<file path="src/rtl/nrs_pkg.sv">
`timescale 1ns / 1ps

package nrs_pkg;

    localparam int DEF_MAX_DIMS   = 64;
    localparam int DEF_MAX_ROWS   = 65536;
    localparam int DEF_VALUE_BITS = 16;

    // dims_in_use register width and distance width are fixed by the interface
    localparam int CFG_W  = 7;
    localparam int DIST_W = 38;

    localparam logic OP_QUERY  = 1'b0;
    localparam logic OP_TARGET = 1'b1;

    // control bits that ride along with a word through the pipe
    typedef struct packed {
        logic valid;
        logic target;
        logic row_end;
        logic last;
    } nrs_ctl_t;

endpackage

</file>
<file path="src/rtl/nearest_row_search.sv">
`timescale 1ns / 1ps
// The last word's result passes the p1, p2 and output registers before it appears on m_tvalid.
// Throughput: one word per cycle while s_tready is high, which also enables the query RAM read.
// s_tready drops only while a result waits on m_tvalid and a second result reaches the
// accumulate stage.
// Reset: rst_n clears all control and search state and sets dims_in_use to 1; the query
// store RAM is not cleared.

module nearest_row_search
    import nrs_pkg::*;
#(
    parameter int MAX_DIMS   = DEF_MAX_DIMS,
    parameter int MAX_ROWS   = DEF_MAX_ROWS,
    parameter int VALUE_BITS = DEF_VALUE_BITS,
    localparam int ROW_W      = $clog2(MAX_ROWS + 1),
    localparam int IN_DATA_W  = ((VALUE_BITS + 7) / 8) * 8,
    localparam int OUT_DATA_W = ((ROW_W + DIST_W + 7) / 8) * 8
) (
    input  logic                  clk,
    input  logic                  rst_n,
    input  logic                  cfg_we,
    input  logic [CFG_W-1:0]      cfg_data,    // dims_in_use
    input  logic                  s_tvalid,
    output logic                  s_tready,
    input  logic [IN_DATA_W-1:0]  s_tdata,     // element_value
    input  logic                  s_tuser,     // operation
    input  logic                  s_tlast,     // last_element
    output logic                  m_tvalid,
    input  logic                  m_tready,
    output logic [OUT_DATA_W-1:0] m_tdata,     // best_row, best_distance_sq
    output logic                  m_tuser      // rows_overflowed
);

    localparam int COL_W = (MAX_DIMS > 1) ? $clog2(MAX_DIMS) : 1;

    logic                  advance;
    logic                  ram_we;
    logic [COL_W-1:0]      ram_waddr;
    logic [COL_W-1:0]      ram_raddr;
    logic [VALUE_BITS-1:0] query_value;
    nrs_ctl_t              p1_ctl;
    logic [VALUE_BITS-1:0] p1_value;
    logic [ROW_W-1:0]      out_row;
    logic [DIST_W-1:0]     out_dist;

    nrs_front #(
        .MAX_DIMS   (MAX_DIMS),
        .VALUE_BITS (VALUE_BITS)
    ) u_front (
        .clk       (clk),
        .rst_n     (rst_n),
        .cfg_we    (cfg_we),
        .cfg_data  (cfg_data),
        .in_valid  (s_tvalid),
        .in_op     (s_tuser),
        .in_value  (s_tdata[VALUE_BITS-1:0]),
        .in_last   (s_tlast),
        .advance   (advance),
        .ram_we    (ram_we),
        .ram_waddr (ram_waddr),
        .ram_raddr (ram_raddr),
        .p1_ctl    (p1_ctl),
        .p1_value  (p1_value)
    );

    nrs_ram #(
        .WIDTH (VALUE_BITS),
        .DEPTH (MAX_DIMS)
    ) u_query_ram (
        .clk   (clk),
        .we    (ram_we),
        .waddr (ram_waddr),
        .wdata (s_tdata[VALUE_BITS-1:0]),
        .re    (advance),
        .raddr (ram_raddr),
        .rdata (query_value)
    );

    nrs_accum #(
        .MAX_ROWS   (MAX_ROWS),
        .VALUE_BITS (VALUE_BITS)
    ) u_accum (
        .clk         (clk),
        .rst_n       (rst_n),
        .p1_ctl      (p1_ctl),
        .p1_value    (p1_value),
        .query_value (query_value),
        .out_ready   (m_tready),
        .advance     (advance),
        .out_valid   (m_tvalid),
        .out_row     (out_row),
        .out_dist    (out_dist),
        .out_ovf     (m_tuser)
    );

    assign s_tready = advance;
    assign m_tdata  = OUT_DATA_W'({out_dist, out_row});

endmodule

</file>
<file path="src/rtl/nrs_ram.sv">
`timescale 1ns / 1ps

module nrs_ram #(
    parameter int WIDTH = 16,
    parameter int DEPTH = 64,
    localparam int AW = (DEPTH > 1) ? $clog2(DEPTH) : 1
) (
    input  logic             clk,
    input  logic             we,
    input  logic [AW-1:0]    waddr,
    input  logic [WIDTH-1:0] wdata,
    input  logic             re,
    input  logic [AW-1:0]    raddr,
    output logic [WIDTH-1:0] rdata
);

    logic [WIDTH-1:0] mem [DEPTH];
    logic [WIDTH-1:0] rdata_reg;

    always_ff @(posedge clk)
    begin
        if (we)
        begin
            mem[waddr] <= wdata;
        end
        if (re)
        begin
            rdata_reg <= mem[raddr];
        end
    end

    assign rdata = rdata_reg;

endmodule

</file>
<file path="src/rtl/nrs_front.sv">
`timescale 1ns / 1ps

module nrs_front
    import nrs_pkg::*;
#(
    parameter int MAX_DIMS   = DEF_MAX_DIMS,
    parameter int VALUE_BITS = DEF_VALUE_BITS,
    localparam int COL_W  = (MAX_DIMS > 1) ? $clog2(MAX_DIMS) : 1,
    localparam int FILL_W = $clog2(MAX_DIMS + 1)
) (
    input  logic                  clk,
    input  logic                  rst_n,
    input  logic                  cfg_we,
    input  logic [CFG_W-1:0]      cfg_data,
    input  logic                  in_valid,
    input  logic                  in_op,
    input  logic [VALUE_BITS-1:0] in_value,
    input  logic                  in_last,
    input  logic                  advance,
    output logic                  ram_we,
    output logic [COL_W-1:0]      ram_waddr,
    output logic [COL_W-1:0]      ram_raddr,
    output nrs_ctl_t              p1_ctl,
    output logic [VALUE_BITS-1:0] p1_value
);

    localparam int CMP_W = (CFG_W > FILL_W) ? CFG_W : FILL_W;

    logic [CFG_W-1:0]      dims_reg;
    logic [COL_W-1:0]      col_reg;
    logic [COL_W-1:0]      col_next;
    logic [FILL_W-1:0]     fill_reg;
    logic [FILL_W-1:0]     fill_next;
    nrs_ctl_t              ctl_reg;
    nrs_ctl_t              ctl_next;
    logic [VALUE_BITS-1:0] value_reg;

    logic [FILL_W-1:0] eff_dims;
    logic [FILL_W-1:0] fill_base;
    logic [FILL_W-1:0] col_inc;
    logic              row_end;
    logic              accept;

    // zero acts as one, anything above the store depth is clamped
    always_comb
    begin
        if (dims_reg == '0)
        begin
            eff_dims = FILL_W'(1);
        end
        else if (CMP_W'(dims_reg) > CMP_W'(MAX_DIMS))
        begin
            eff_dims = FILL_W'(MAX_DIMS);
        end
        else
        begin
            eff_dims = FILL_W'(dims_reg);
        end
    end

    assign accept    = in_valid && advance;
    assign fill_base = (fill_reg >= eff_dims) ? '0 : fill_reg;
    assign col_inc   = FILL_W'(col_reg) + FILL_W'(1);
    assign row_end   = (col_inc >= eff_dims);

    assign ram_we    = accept && (in_op == OP_QUERY);
    assign ram_waddr = fill_base[COL_W-1:0];
    assign ram_raddr = col_reg;

    always_comb
    begin
        col_next  = col_reg;
        fill_next = fill_reg;
        ctl_next  = ctl_reg;
        if (advance)
        begin
            ctl_next.valid   = accept;
            ctl_next.target  = (in_op == OP_TARGET);
            ctl_next.row_end = row_end;
            ctl_next.last    = (in_op == OP_TARGET) && in_last;
        end
        if (accept)
        begin
            if (in_op == OP_QUERY)
            begin
                col_next  = '0;
                fill_next = fill_base + FILL_W'(1);
            end
            else
            begin
                col_next = (row_end || in_last) ? '0 : col_inc[COL_W-1:0];
                if (in_last)
                begin
                    fill_next = '0;
                end
            end
        end
    end

    always_ff @(posedge clk or negedge rst_n)
    begin
        if (!rst_n)
        begin
            dims_reg <= CFG_W'(1);
            col_reg  <= '0;
            fill_reg <= '0;
            ctl_reg  <= '0;
        end
        else
        begin
            if (cfg_we)
            begin
                dims_reg <= cfg_data;
            end
            col_reg  <= col_next;
            fill_reg <= fill_next;
            ctl_reg  <= ctl_next;
        end
    end

    always_ff @(posedge clk)
    begin
        if (accept)
        begin
            value_reg <= in_value;
        end
    end

    assign p1_ctl   = ctl_reg;
    assign p1_value = value_reg;

endmodule

</file>
<file path="src/rtl/nrs_accum.sv">
`timescale 1ns / 1ps

module nrs_accum
    import nrs_pkg::*;
#(
    parameter int MAX_ROWS   = DEF_MAX_ROWS,
    parameter int VALUE_BITS = DEF_VALUE_BITS,
    localparam int ROW_W = $clog2(MAX_ROWS + 1)
) (
    input  logic                  clk,
    input  logic                  rst_n,
    input  nrs_ctl_t              p1_ctl,
    input  logic [VALUE_BITS-1:0] p1_value,
    input  logic [VALUE_BITS-1:0] query_value,
    input  logic                  out_ready,
    output logic                  advance,
    output logic                  out_valid,
    output logic [ROW_W-1:0]      out_row,
    output logic [DIST_W-1:0]     out_dist,
    output logic                  out_ovf
);

    localparam int SQ_W  = 2 * VALUE_BITS;
    localparam int SUM_W = ((SQ_W > DIST_W) ? SQ_W : DIST_W) + 1;
    localparam logic [DIST_W-1:0] DIST_MAX = {DIST_W{1'b1}};

    // square stage
    logic signed [VALUE_BITS:0] diff;
    logic [VALUE_BITS-1:0]      mag;
    logic [SQ_W-1:0]            sq;

    nrs_ctl_t        p2_ctl_reg;
    logic [SQ_W-1:0] p2_sq_reg;

    // search state
    logic [DIST_W-1:0] acc_reg;
    logic [DIST_W-1:0] acc_next;
    logic [ROW_W-1:0]  rows_reg;
    logic [ROW_W-1:0]  rows_next;
    logic [DIST_W-1:0] best_dist_reg;
    logic [DIST_W-1:0] best_dist_next;
    logic [ROW_W-1:0]  best_idx_reg;
    logic [ROW_W-1:0]  best_idx_next;
    logic              ovf_reg;
    logic              ovf_next;

    logic [SUM_W-1:0]  sum;
    logic [DIST_W-1:0] acc_add;
    logic              res_load;
    logic [ROW_W-1:0]  res_row;
    logic [DIST_W-1:0] res_dist;
    logic              res_ovf;

    logic              out_valid_reg;
    logic [ROW_W-1:0]  out_row_reg;
    logic [DIST_W-1:0] out_dist_reg;
    logic              out_ovf_reg;

    assign diff = $signed({p1_value[VALUE_BITS-1], p1_value})
                - $signed({query_value[VALUE_BITS-1], query_value});
    assign mag  = diff[VALUE_BITS] ? VALUE_BITS'(-diff) : VALUE_BITS'(diff);
    assign sq   = mag * mag;

    // stall only when a second result would land on a full output word
    assign advance = !(p2_ctl_reg.valid && p2_ctl_reg.last && out_valid_reg && !out_ready);

    assign sum     = SUM_W'(acc_reg) + SUM_W'(p2_sq_reg);
    assign acc_add = (sum > SUM_W'(DIST_MAX)) ? DIST_MAX : sum[DIST_W-1:0];

    always_comb
    begin
        acc_next       = acc_reg;
        rows_next      = rows_reg;
        best_dist_next = best_dist_reg;
        best_idx_next  = best_idx_reg;
        ovf_next       = ovf_reg;
        res_load       = 1'b0;
        res_row        = best_idx_reg;
        res_dist       = best_dist_reg;
        res_ovf        = ovf_reg;
        if (p2_ctl_reg.valid && advance)
        begin
            if (!p2_ctl_reg.target)
            begin
                // query load restarts the search
                acc_next       = '0;
                rows_next      = '0;
                best_dist_next = '0;
                best_idx_next  = '0;
                ovf_next       = 1'b0;
            end
            else
            begin
                if (p2_ctl_reg.row_end)
                begin
                    if (rows_reg < ROW_W'(MAX_ROWS))
                    begin
                        rows_next = rows_reg + ROW_W'(1);
                        // strict compare: ties keep the earlier row
                        if ((best_idx_reg == '0) || (acc_add < best_dist_reg))
                        begin
                            best_dist_next = acc_add;
                            best_idx_next  = rows_reg + ROW_W'(1);
                        end
                    end
                    else
                    begin
                        ovf_next = 1'b1;
                    end
                    acc_next = '0;
                end
                else
                begin
                    acc_next = acc_add;
                end
                if (p2_ctl_reg.last)
                begin
                    res_load       = 1'b1;
                    // values after this word's row update, before the clear
                    res_row        = best_idx_next;
                    res_dist       = best_dist_next;
                    res_ovf        = ovf_next;
                    acc_next       = '0;
                    rows_next      = '0;
                    best_dist_next = '0;
                    best_idx_next  = '0;
                    ovf_next       = 1'b0;
                end
            end
        end
    end

    always_ff @(posedge clk or negedge rst_n)
    begin
        if (!rst_n)
        begin
            p2_ctl_reg    <= '0;
            acc_reg       <= '0;
            rows_reg      <= '0;
            best_dist_reg <= '0;
            best_idx_reg  <= '0;
            ovf_reg       <= 1'b0;
            out_valid_reg <= 1'b0;
        end
        else
        begin
            if (advance)
            begin
                p2_ctl_reg <= p1_ctl;
            end
            acc_reg       <= acc_next;
            rows_reg      <= rows_next;
            best_dist_reg <= best_dist_next;
            best_idx_reg  <= best_idx_next;
            ovf_reg       <= ovf_next;
            if (res_load)
            begin
                out_valid_reg <= 1'b1;
            end
            else if (out_ready)
            begin
                out_valid_reg <= 1'b0;
            end
        end
    end

    always_ff @(posedge clk)
    begin
        if (advance)
        begin
            p2_sq_reg <= sq;
        end
        if (res_load)
        begin
            // index zero carries distance zero, as the state is cleared together
            out_row_reg  <= res_row;
            out_dist_reg <= res_dist;
            out_ovf_reg  <= res_ovf;
        end
    end

    assign out_valid = out_valid_reg;
    assign out_row   = out_row_reg;
    assign out_dist  = out_dist_reg;
    assign out_ovf   = out_ovf_reg;

endmodule

</file>
<file path="config.mk">
export PLATFORM = sky130hd
export DESIGN_NAME = nearest_row_search
export DESIGN_NICKNAME = d
export VERILOG_FILES = /design/src/rtl/nrs_pkg.sv /design/src/rtl/nearest_row_search.sv /design/src/rtl/nrs_ram.sv /design/src/rtl/nrs_front.sv /design/src/rtl/nrs_accum.sv
export SDC_FILE = /design/constraint.sdc
export NUM_CORES = 2
export LEC_CHECK = 0
export BUFFER_PORTS_ARGS = -buffer_cell sky130_fd_sc_hd__buf_2
export CAP_MARGIN = 20
export CORE_UTILIZATION = 60
export DETAILED_ROUTE_END_ITERATION = 10
export PLACE_DENSITY = 0.76
export SYNTH_ARGS = -nofsm -noshare
export SYNTH_HDL_FRONTEND = slang
export SYNTH_SLANG_ARGS = --single-unit
</file>
<file path="constraint.sdc">
create_clock -name clk -period 10.35 [get_ports clk]
set_input_delay 1.5525 -clock clk [delete_from_list [all_inputs] [get_ports clk]]
set_output_delay 1.5525 -clock clk [all_outputs]
set_load 0.005 [all_outputs]
</file>
==> flow_summary_export.csv <==
group,metric,value,unit
routing,vias,33400,
logic_synthesis,synth_edf_count,1143,
die,core,100000,um^2
placed_design,port_buffers,87,
worst_setup_path,cp_max_fo,15,
global_routing,grt_pass1_wl,215,mm
timing,period_needed,9.62,ns
routing,detail-route-antenna-nets,0,
die,initial_core_util,0.605,
logic_synthesis,postSynth.asyncResetShare,0.109,
logic_synthesis,synth_largest_area_cell,"edfxtp_1",
timing,fmax,104,MHz
global_routing,grt_use_total,0.286,
clocking,clk-insertion-delay-late,0.75,ns
timing,finalSetupViolations,0,
global_routing,globalRouteOverflowTotal,0,
clocking,cts_sinks,1283,
worst_setup_path,crit_slowest_cell,"xor2_1",
clocking,ctsResizeCount,0,
logic_synthesis,yosysWarnings,0,
worst_setup_path,worst_path_most_repeated_cell,"fa_1",
logic_synthesis,seq_area_frac_synth,0.624,
logic_synthesis,syn_area_per_cell,16.4,um^2
cells_and_area,fin_area,67300,um^2
worst_setup_path,crit_arrival,10.08,ns
timing,rsz0062_at_grt,"false",
logic_synthesis,synth_commonest_cells,"1143 x edfxtp_1, 348 x inv_1, 336 x mux4_2",
timing,worstMarginPinSlew,1.14,ns
timing,hold_viol,0,
logic_synthesis,yosysMostFrequentCell,"edfxtp_1",
global_routing,antenna_found_initial,3,
clocking,numCtsBuffers,131,
logic_synthesis,synth_top_area_frac,0.566,
logic_synthesis,ys_ff_latch,1283,
global_routing,grt_max_degree,104,
timing,slew_headroom,0.237,
global_routing,grt_pass1_vias,34400,
cells_and_area,drive_above_1_share,0.202,
timing,fin_setup_tns,0,ns
routing,drc,0,
routing,drt_pass1_iterations,7,
die,core.rowCount,116,
timing,fin_crit_sh,0.929,
die,die_h,320,um
routing,post_drt_wl_per_cell,27.1,um
routing,drtIter0Drc,3308,
logic_synthesis,syn-cell-area,60600,um^2
die,dieWidth,320,um
clocking,clock-root-buffer,"clkbuf_16",
clocking,hold_buffers,0,
worst_setup_path,critPathMaxStageDelay,0.58,ns
clocking,ctsHtreeMaxLevel,4,
clocking,clockBufferDepth,3,
run,drv_cap,0,
placed_design,place_inst,5026,
logic_synthesis,syn_nets,4081,
routing,avgViaCountPerCell,6.32,
cells_and_area,regMostFlops,"u_query_ram.mem",
logic_synthesis,synthCells,3689,
clocking,cts_setup_buffers,0,
logic_synthesis,ys.flop_type,"edfxtp_1",
cells_and_area,largest_register_ffs,1024,
die,dieArea,102000,um^2
worst_setup_path,required,10.81,ns
cells_and_area,finalNetCount,4267,
hold_path,hold_class,"reg2reg",
timing,clock_skew,0.0482,ns
routing,routed_wirelength,143,mm
worst_setup_path,rrSetupSlack,0.73,ns
placed_design,place_area,62900,um^2
worst_setup_path,critPathKind,"reg2reg",
worst_setup_path,cp-end-kind,"flop",
cells_and_area,instances_no_fill,5279,
logic_synthesis,ys_types,91,
placed_design,hpwl,87.5,mm
cells_and_area,area_delta_synth_final,11.0,%
clocking,cts_tree,"done",
logic_synthesis,synth.area.top_cells,"edfxtp_1 57%, mux4_2 12%, dfrtp_1 5.7%",
worst_setup_path,start_kind,"flop",
die,io_pins,89,
clocking,clkTransAtPathRegs,0.06,ns
status,status,"finished clean",
timing,maxSlewViolCount,0,
placed_design,gp_congestion,0.893,
-- final timing paths --
kind	startpoint	endpoint	cells past startpoint
worst max register to register	u_query_ram.rdata[0]$_DFFE_PN_	u_accum.p2_sq_reg[31]$_DFFE_PN_	34
worst max-delay path	u_query_ram.rdata[0]$_DFFE_PN_	u_accum.p2_sq_reg[31]$_DFFE_PN_	34
worst min register to register	u_front.p1_ctl[3]$_DFFE_PN0N_	u_accum.p2_ctl_reg[3]$_DFFE_PN0N_	2
min in group asynchronous	rst_n	u_accum.rows_reg[11]$_DFFE_PN0P_	1
max in group asynchronous	rst_n	u_front.p1_ctl[3]$_DFFE_PN0N_	2
worst min-delay path	u_front.p1_ctl[3]$_DFFE_PN0N_	u_accum.p2_ctl_reg[3]$_DFFE_PN0N_	2
-- through the flow --
| step | util | setup slack (ns) | hold WS, ns |
|---|---|---|---|
| floorplan | - | 1.86 | 0.411 |
| global placement | 0.628 | 1.10 | 0.426 |
| detailed placement | 0.628 | 0.917 | 0.432 |
| CTS | 0.669 | 0.827 | 0.436 |
| global route | 0.672 | 0.192 | 0.471 |
| finish | 0.672 | 0.731 | 0.429 |
-- logic make-up after synthesis --
logic type | count (synthesis) | synth area share
buffers and inverters | 506 | 0.0333
AND/OR/NAND/NOR | 599 | 0.0454
AO/OA/AOI/OAI | 423 | 0.0483
adder cells (fa/ha/maj) | 362 | 0.0949
flip-flops | 1283 | 0.624
other | 1 | 0.0000618
XOR/XNOR | 108 | 0.0167
multiplexers | 407 | 0.137
-- layout by cell type, fill, tap and decap left out, types with 41 or more instances in the layout --
cell type,synthesis,routed
a21o_1,54,54
inv_1,348,348
edfxtp_1,1143,1143
clkbuf_16,0,134
nand2_1,182,182
ha_1,199,199
fa_1,163,163
a21oi_1,81,81
xnor2_1,58,58
nor2_1,222,221
a22o_1,72,72
buf_2,14,86
buf_4,3,99
xor2_1,41,41
dfrtp_1,139,135
mux4_2,336,336
o21ai_0,97,97
-- cell type report --
| class | count | area [um^2] |
|---|---|---|
| antenna | 1 | 2.50 |
| clock buffer | 167 | 3490 |
| clock inverter | 71 | 704 |
| fill | 6570 | 32800 |
| inverter | 359 | 1350 |
| multi-input combinational | 1900 | 20800 |
| sequential | 1283 | 37800 |
| tap | 1298 | 1620 |
| timing repair buffer | 200 | 1470 |
-- critical path: cells and delay by family (launching register included) --
family / cells / cell delay (ns)
xor+xnor: 3 / 0.85
fa+ha+maj: 9 / 3.85
compound gates: 10 / 2.33
buf+inv: 6 / 0.85
flops: 1 / 0.38
simple gates: 6 / 1.05
-- layer usage --
layer,up-vias,GRT usage,part of all wire
li1,14400,-,-
met2,1535,0.475,0.50
met5,-,0,0.000070
met3,312,0.0479,0.071
met1,17200,0.378,0.39
met4,2,0.121,0.043
Power is left out: the tool's default activity adds up to more than one toggle a clock period on the data nets, which glitch-free logic cannot reach.
